File: src/rtl/assert_macros.svh
// assertion helpers included by the rtl controller
`ifndef ASSERT_MACROS_SVH
`define ASSERT_MACROS_SVH

// property that must hold at every clock edge outside reset
`define ASSERT_ALWAYS(lbl, clk, rst_n, prop, msg) \
	lbl: assert property (@(posedge clk) disable iff (!rst_n) (prop)) else $error(msg);

// property that must hold in the cycle after a trigger
`define ASSERT_NEXT(lbl, clk, rst_n, trig, prop, msg) \
	lbl: assert property (@(posedge clk) disable iff (!rst_n) (trig) |=> (prop)) else $error(msg);

`endif

File: src/rtl/hpr2_pkg.sv
// ----------------------------------------------------------------------------
// hpr2_pkg
// Types, constants and arithmetic helpers of the hermitian packed rank-2 update.
// ----------------------------------------------------------------------------
package hpr2_pkg;

	localparam int MAX_N      = 256;
	localparam int IDX_W      = $clog2(MAX_N);
	localparam int CNT_W      = IDX_W + 1;
	localparam int V_W        = 16;
	localparam int A_W        = 40;
	localparam int CFG_IDX_W  = 3;
	localparam int CFG_DATA_W = 16;

	localparam logic CMD_VECTOR = 1'b0;
	localparam logic CMD_MATRIX = 1'b1;

	typedef enum logic [CFG_IDX_W-1:0] {
		REG_MATRIX_ORDER = 3'd0,
		REG_TRIANGLE     = 3'd1,
		REG_SIZE         = 3'd2,
		REG_ALPHA_RE     = 3'd3,
		REG_ALPHA_IM     = 3'd4,
		REG_X_REVERSE    = 3'd5,
		REG_Y_REVERSE    = 3'd6
	} reg_idx_t;

	typedef struct packed {
		logic                  matrix_order;
		logic                  triangle;
		logic [CNT_W-1:0]      size;
		logic signed [V_W-1:0] alpha_re;
		logic signed [V_W-1:0] alpha_im;
		logic                  x_reverse;
		logic                  y_reverse;
	} cfg_t;

	typedef struct packed {
		logic             wr_en;
		logic [IDX_W-1:0] wr_x_addr;
		logic [IDX_W-1:0] wr_y_addr;
		logic             rd_en;
		logic [IDX_W-1:0] rd_o_addr;
		logic [IDX_W-1:0] rd_i_addr;
		logic             out_load;
		logic             bypass;
		logic             diag;
		logic             last;
	} dp_cmd_t;

	typedef struct packed {
		logic in_ready;
		logic out_valid;
	} ctrl_status_t;

	// Q3.30 sum to Q1.15: add half, floor shift, saturate
	function automatic logic signed [V_W-1:0] rnd15(input logic signed [32:0] v);
		logic signed [33:0] t;
		logic signed [18:0] s;
		t = 34'(v) + 34'sd16384;
		s = 19'(t >>> 15);
		if (s > 19'sd32767)
			return 16'sh7FFF;
		else if (s < -19'sd32768)
			return 16'sh8000;
		else
			return s[V_W-1:0];
	endfunction

	// negate with saturation of the most negative code
	function automatic logic signed [V_W-1:0] neg16(input logic signed [V_W-1:0] v);
		if (v == 16'sh8000)
			return 16'sh7FFF;
		else
			return -v;
	endfunction

	// clamp a 41-bit sum to 40 bits
	function automatic logic signed [A_W-1:0] sat40(input logic signed [A_W:0] v);
		if (v[A_W] != v[A_W-1])
			return v[A_W] ? {1'b1, {(A_W-1){1'b0}}} : {1'b0, {(A_W-1){1'b1}}};
		else
			return v[A_W-1:0];
	endfunction

endpackage

File: src/rtl/hpr2_ctrl.sv
// ----------------------------------------------------------------------------
// hpr2_ctrl
// Sequencer: load and traversal counters, packed index walk, datapath commands.
// ----------------------------------------------------------------------------
`include "assert_macros.svh"

module hpr2_ctrl import hpr2_pkg::*; (
	input  logic         clk,
	input  logic         arst_n,
	input  cfg_t         cfg,
	input  logic         in_valid,
	input  logic         in_command,
	input  logic         out_ready,
	output ctrl_status_t status,
	output dp_cmd_t      cmd
);

	typedef enum logic [1:0] {ST_IDLE, ST_RUN, ST_OUT} state_t;

	state_t           state_q;
	logic [1:0]       cnt_q;
	logic [CNT_W-1:0] load_q;
	logic [IDX_W-1:0] outer_q;
	logic [IDX_W-1:0] inner_q;
	logic             last_q;
	logic             bypass_q;
	logic             diag_q;

	logic [CNT_W-1:0] n;
	logic             head_first;
	logic             alpha_zero;
	logic             accept;
	logic             o_wrap;
	logic [IDX_W-1:0] o;
	logic [IDX_W-1:0] in_eff;
	logic [IDX_W-1:0] span_lo;
	logic [IDX_W-1:0] span_hi;
	logic [IDX_W-1:0] i;
	logic [CNT_W-1:0] o_next;
	logic             wrap;
	logic             load_ok;
	logic [IDX_W-1:0] rev_addr;

	// effective size and index walk
	always_comb begin
		n          = (cfg.size > CNT_W'(MAX_N)) ? CNT_W'(MAX_N) : cfg.size;
		head_first = (cfg.matrix_order == cfg.triangle);
		alpha_zero = (cfg.alpha_re == '0) && (cfg.alpha_im == '0);
		accept     = in_valid && (state_q == ST_IDLE);
		o_wrap     = ({1'b0, outer_q} >= n);
		o          = o_wrap ? '0 : outer_q;
		in_eff     = o_wrap ? '0 : inner_q;
		span_lo    = head_first ? '0 : o;
		span_hi    = head_first ? o : IDX_W'(n - CNT_W'(1));
		i          = ((in_eff < span_lo) || (in_eff > span_hi)) ? span_lo : in_eff;
		o_next     = {1'b0, o} + CNT_W'(1);
		wrap       = (o_next >= n);
		load_ok    = (n != '0) && (load_q < n);
		rev_addr   = IDX_W'(n - CNT_W'(1) - load_q);
	end

	// commands and status
	always_comb begin
		cmd.wr_en     = accept && (in_command == CMD_VECTOR) && load_ok;
		cmd.wr_x_addr = cfg.x_reverse ? rev_addr : load_q[IDX_W-1:0];
		cmd.wr_y_addr = cfg.y_reverse ? rev_addr : load_q[IDX_W-1:0];
		cmd.rd_en     = accept && (in_command == CMD_MATRIX);
		cmd.rd_o_addr = o;
		cmd.rd_i_addr = i;
		cmd.out_load  = (state_q == ST_RUN) && (cnt_q == 2'd3);
		cmd.bypass    = bypass_q;
		cmd.diag      = diag_q;
		cmd.last      = last_q;
		status.in_ready  = (state_q == ST_IDLE);
		status.out_valid = (state_q == ST_OUT);
	end

	// state, counters and per-element flags
	always_ff @(posedge clk or negedge arst_n) begin
		if (!arst_n) begin
			state_q  <= ST_IDLE;
			cnt_q    <= '0;
			load_q   <= '0;
			outer_q  <= '0;
			inner_q  <= '0;
			last_q   <= 1'b0;
			bypass_q <= 1'b0;
			diag_q   <= 1'b0;
		end else begin
			case (state_q)
				ST_IDLE: begin
					if (cmd.wr_en) begin
						load_q <= load_q + CNT_W'(1);
					end
					if (cmd.rd_en) begin
						state_q  <= ST_RUN;
						cnt_q    <= '0;
						bypass_q <= (n == '0) || alpha_zero;
						diag_q   <= (i == o);
						if (n == '0) begin
							last_q <= 1'b1;
						end else if (i == span_hi) begin
							outer_q <= wrap ? '0 : o_next[IDX_W-1:0];
							inner_q <= (head_first || wrap) ? '0 : o_next[IDX_W-1:0];
							last_q  <= wrap;
							if (wrap) begin
								load_q <= '0;
							end
						end else begin
							outer_q <= o;
							inner_q <= i + IDX_W'(1);
							last_q  <= 1'b0;
						end
					end
				end
				ST_RUN: begin
					cnt_q <= cnt_q + 2'd1;
					if (cnt_q == 2'd3) begin
						state_q <= ST_OUT;
					end
				end
				ST_OUT: begin
					if (out_ready) begin
						state_q <= ST_IDLE;
					end
				end
				default: begin
					state_q <= ST_IDLE;
				end
			endcase
		end
	end

	`ASSERT_ALWAYS(a_one_cmd, clk, arst_n, $onehot0({cmd.wr_en, cmd.rd_en, cmd.out_load}), "overlapping datapath commands")
	`ASSERT_NEXT(a_load_shows, clk, arst_n, cmd.out_load, status.out_valid, "result not shown after load")
	`ASSERT_ALWAYS(a_no_overlap, clk, arst_n, !(status.out_valid && status.in_ready), "accepting while a result waits")
	`ASSERT_NEXT(a_start_busy, clk, arst_n, cmd.rd_en, !status.in_ready && !status.out_valid, "element start did not enter run")

endmodule

File: config.mk
export PLATFORM = sky130hd
export DESIGN_NAME = hpr2_ctrl
export DESIGN_NICKNAME = d
export VERILOG_FILES = /design/src/rtl/hpr2_pkg.sv /design/src/rtl/hpr2_ctrl.sv
export VERILOG_INCLUDE_DIRS = /design/src /design/src/rtl
export SDC_FILE = /design/constraint.sdc
export NUM_CORES = 1
export LEC_CHECK = 0
export BUFFER_PORTS_ARGS = -buffer_cell sky130_fd_sc_hd__buf_4
export CAP_MARGIN = 20
export CORE_MARGIN = 5
export CORE_UTILIZATION = 40
export CTS_CLUSTER_SIZE = 20
export DETAILED_ROUTE_END_ITERATION = 6
export PLACE_DENSITY = 0.64
export REMOVE_ABC_BUFFERS = 1
export SLEW_MARGIN = 20
export SYNTH_ARGS = -nofsm -noshare
export SYNTH_HDL_FRONTEND = slang
export SYNTH_SLANG_ARGS = --single-unit
File: constraint.sdc
create_clock -name clk -period 8.1 [get_ports clk]
set_input_delay 1.62 -clock clk [delete_from_list [all_inputs] [get_ports clk]]
set_output_delay 1.62 -clock clk [all_outputs]
set_load 0.02 [all_outputs]
==> run_results.csv <==
group,metric,value,unit
timing,setup_viol,0,
global_route,antenna_found_initial,0,
detailed_routing,wl_per_cell,18.0,um
timing,holdWs,0.504,ns
power_and_ir_drop,seq_power_share,19.0,%
final_layout,num_antenna_cells,0,
job,max-cap-violations,0,
timing,min_period,7.69,ns
power_and_ir_drop,p_total,1.52,mW
timing,max_slew_margin,26.9,%
clock_tree,clockBufferDepth,2,
detailed_routing,drt-initial-drc-count,336,
global_route,gr-total-overflow,0,
detailed_routing,avgViaCountPerCell,5.66,
final_layout,area_growth,22.5,%
logic_synthesis,synth_area_leader_cell,"dfrtp_1",
detailed_routing,drtAntennaViolNets,0,
setup_path,start_kind,"input port",
power_and_ir_drop,comb_power_share,72.2,%
clock_tree,cts_sinks,32,
die,ioPinCount,90,
logic_synthesis,syn_area_per_cell,7.77,um^2
die,dieArea,12100,um^2
timing,fmaxAchievable,130,MHz
timing,final_max_slew_viol_count,0,
clock_tree,insertion_delay,0.29,ns
power_and_ir_drop,ir_worst_vdd,152,uV
clock_tree,cts_made_buffers,5,
hold_path,hold_class,"flip-flop to flip-flop",
setup_path,path_max_fanout,12,
final_layout,multiInputGateArea,2970,um^2
final_layout,final_cells,730,
global_route,grt_max_degree,33,
clock_tree,clockRootBuffer,"clkbuf_8",
die,core_area,9770,um^2
detailed_routing,dr.max_layer_used,"met4",
logic_synthesis,ys_warn_count,0,
die,initial_utilization,41.0,%
detailed_routing,wl_met3,1140,um
logic_synthesis,synthCells,515,
final_layout,filler_cell_count,965,
detailed_routing,wl_met2,5870,um
timing,tightest_slew,1.09,ns
timing,finalHoldViolations,0,
detailed_routing,route.detailed.drc,0,
placed_design,io_buffers,89,
placed_design,dp_hpwl,10700,um
timing,tns,0,ns
setup_path,crit_type,"input port to primary output",
global_route,grt_pass1_vias,4158,
timing,skew,0.00885,ns
clock_tree,postCtsHoldBufs,0,
detailed_routing,m1WireLength,5710,um
clock_tree,clkTransAtPathRegs,0.06,ns
detailed_routing,vias,4134,
power_and_ir_drop,switching_power,0.787,mW
global_route,grt_first_pass_wirelength,21000,um
logic_synthesis,synth_flop_cell,"dfrtp_1",
logic_synthesis,synthArstFlopShare,100,%
power_and_ir_drop,p_clk_share,8.8,%
logic_synthesis,ys_seq_elements,32,
global_route,grt_usage,22.3,%
logic_synthesis,synth_area,4000,um^2
logic_synthesis,synth_edf_count,0,
final_layout,seq_area,801,um^2
setup_path,arrival,6.07,ns
timing,fin_crit_sh,94.9,%
final_layout,final_nets,702,
clock_tree,cts_tree,"built",
clock_tree,cts_max_level,2,
detailed_routing,wirelength,13100,um
power_and_ir_drop,p_per_area,310,nW/um^2
die,die_w,110,um
setup_path,worstSetupEndpointType,"primary output",
power_and_ir_drop,internal_power,0.735,mW
placed_design,postPlaceCellArea,4780,um^2
final_layout,design_area,4900,um^2
logic_synthesis,ys_seq_area_share,20.0,%
logic_synthesis,synth.area.top_cells,"dfrtp_1 (20%), ha_1 (17%), xnor2_1 (5.7%)",
placed_design,placed_cells,721,
die,rows,36,
die,die_h,110,um
placed_design,gp_congestion,0.941,
final_layout,drive_above_1_share,21.6,%
power_and_ir_drop,swShare,51.7,%
status,status,"completed",
detailed_routing,dr.pass1.iters,6,
timing,rsz0062_at_grt,"false",
power_and_ir_drop,p_leak,2.35,nW
logic_synthesis,synth_top_area_share,20.0,%
logic_synthesis,ys_types,65,
setup_path,critical_path_required,6.48,ns
## sequential cells by signal, summed over array words and instances (netlist names)
| name | cells |
|---|---|
| bypass_q | 1 |
| state_q | 2 |
| last_q | 1 |
| load_q | 9 |
| diag_q | 1 |
| cnt_q | 2 |
| inner_q | 8 |
| outer_q | 8 |
## what timing repair did
item,4_1_cts,5_1_grt
endpoints found under the hold margin,0,0
buffers inserted,0,2
setup endpoints to repair,0,5
gates resized for setup,0,4
## per-layer routing
layer / up-vias / global-route usage [%]
met2: 201 / 36.1
met3: 28 / 3.03
met5: - / 0
li1: 2010 / -
met4: 0 / 8.01
met1: 1895 / 30.2
## cell type report
class | count | area share, %
Clock buffer | 7 | 1.96
Multi-Input combinational cell | 421 | 60.6
Sequential cell | 32 | 16.3
Inverter | 43 | 3.37
Timing Repair Buffer | 94 | 14.4
Tap cell | 133 | 3.39
## cells in the final DEF (no fill, tap or decap), types with 4 or more instances in the layout
cell      synthesis  routed
nor2_1           31      31
nand3_1          25      25
nand4_1          10      10
and2_1            9       9
a22oi_1           5       4
o211ai_1          6       6
clkbuf_8          0       7
o21ai_0          41      40
nor4_1           15      14
nor3_1           10      10
nor2_2            8       8
ha_1             54      54
nor2b_1           4       4
xor2_1           14      14
nand2_1          57      57
xnor2_1          26      26
dfrtp_1          32      32
a21o_1           11      11
a32oi_1           8       8
buf_4             3      94
o21a_1            5       5
a21oi_1          23      23
and3_1            8       8
inv_1            40      40
nand2b_1          6       6
## synth_stat cells (all sizes together) (2+ instances only)
cell / number
a2111oi: 2
a211oi: 3
a21o: 11
a21oi: 24
a22oi: 5
a32o: 3
a32oi: 8
and2: 10
and3: 8
buf: 5
clkbuf: 14
dfrtp: 32
ha: 54
inv: 42
mux2i: 2
nand2: 58
nand2b: 6
nand3: 25
nand4: 11
nor2: 40
nor2b: 4
nor3: 11
nor4: 15
o211ai: 6
o21a: 5
o21ai: 41
o21bai: 2
o31ai: 2
o32ai: 2
or2: 3
or3: 3
or4: 2
xnor2: 26
xor2: 14
## worst max-delay path: stages
cell and delay (ns):
buf_4 0.14, clkinv_2 0.18, nand2_1 0.22, inv_1 0.12
ha_1 0.28, nand2b_1 0.15, a211oi_2 0.29, o32ai_4 0.18
nor2_4 0.29, nand2_1 0.16, inv_1 0.23, mux2i_1 0.16
ha_1 0.34, and2_1 0.13, o21ai_0 0.07, nor4bb_2 0.17
or2_2 0.35, and2_0 0.27, a22oi_1 0.39, inv_1 0.15
buf_4 0.19
## path summary, 6_finish.rpt
check,from,endpoint,slack [ns],cells after the start
max,cfg[42],cmd[7],0.41,21
min,bypass_q,bypass_q,0.50,2
max reg2reg,outer_q[0],load_q[1],2.09,20
min reg2reg,bypass_q,bypass_q,0.50,2
max in group asynchronous,arst_n,inner_q[4],6.53,1
min in group asynchronous,arst_n,outer_q[4],1.27,1
## power groups by stage
stage               registers, mW  logic, mW  clock network [mW]
floorplan                   0.264      0.732                   0
global placement            0.287       1.07                   0
detailed placement          0.288       1.08                   0
CTS                         0.285       1.09               0.139
global route                0.293       1.21               0.146
finish                      0.288       1.10               0.135
## kinds of logic (layout without fill, tap and decap cells)
group           Yosys count  in the layout  synth area share (%)
fa+ha+maj                55             55                  17.4
compound gates          123            123                  20.7
mux                       3              3                 0.875
flops                    32             32                  20.0
buf+inv                  62            144                  6.41
simple gates            200            200                  25.9
xor+xnor                 40             40                  8.75
## metrics by stage
step / utilization (%) / setup slack [ns]
after floorplan: - / 0.343
after global placement: 48.9 / 0.429
after detailed placement: 48.9 / 0.214
after CTS: 49.8 / 0.184
after global routing: 50.2 / 0.00630
final: 50.2 / 0.412
Note: power is estimated with default switching activity, not from simulation.
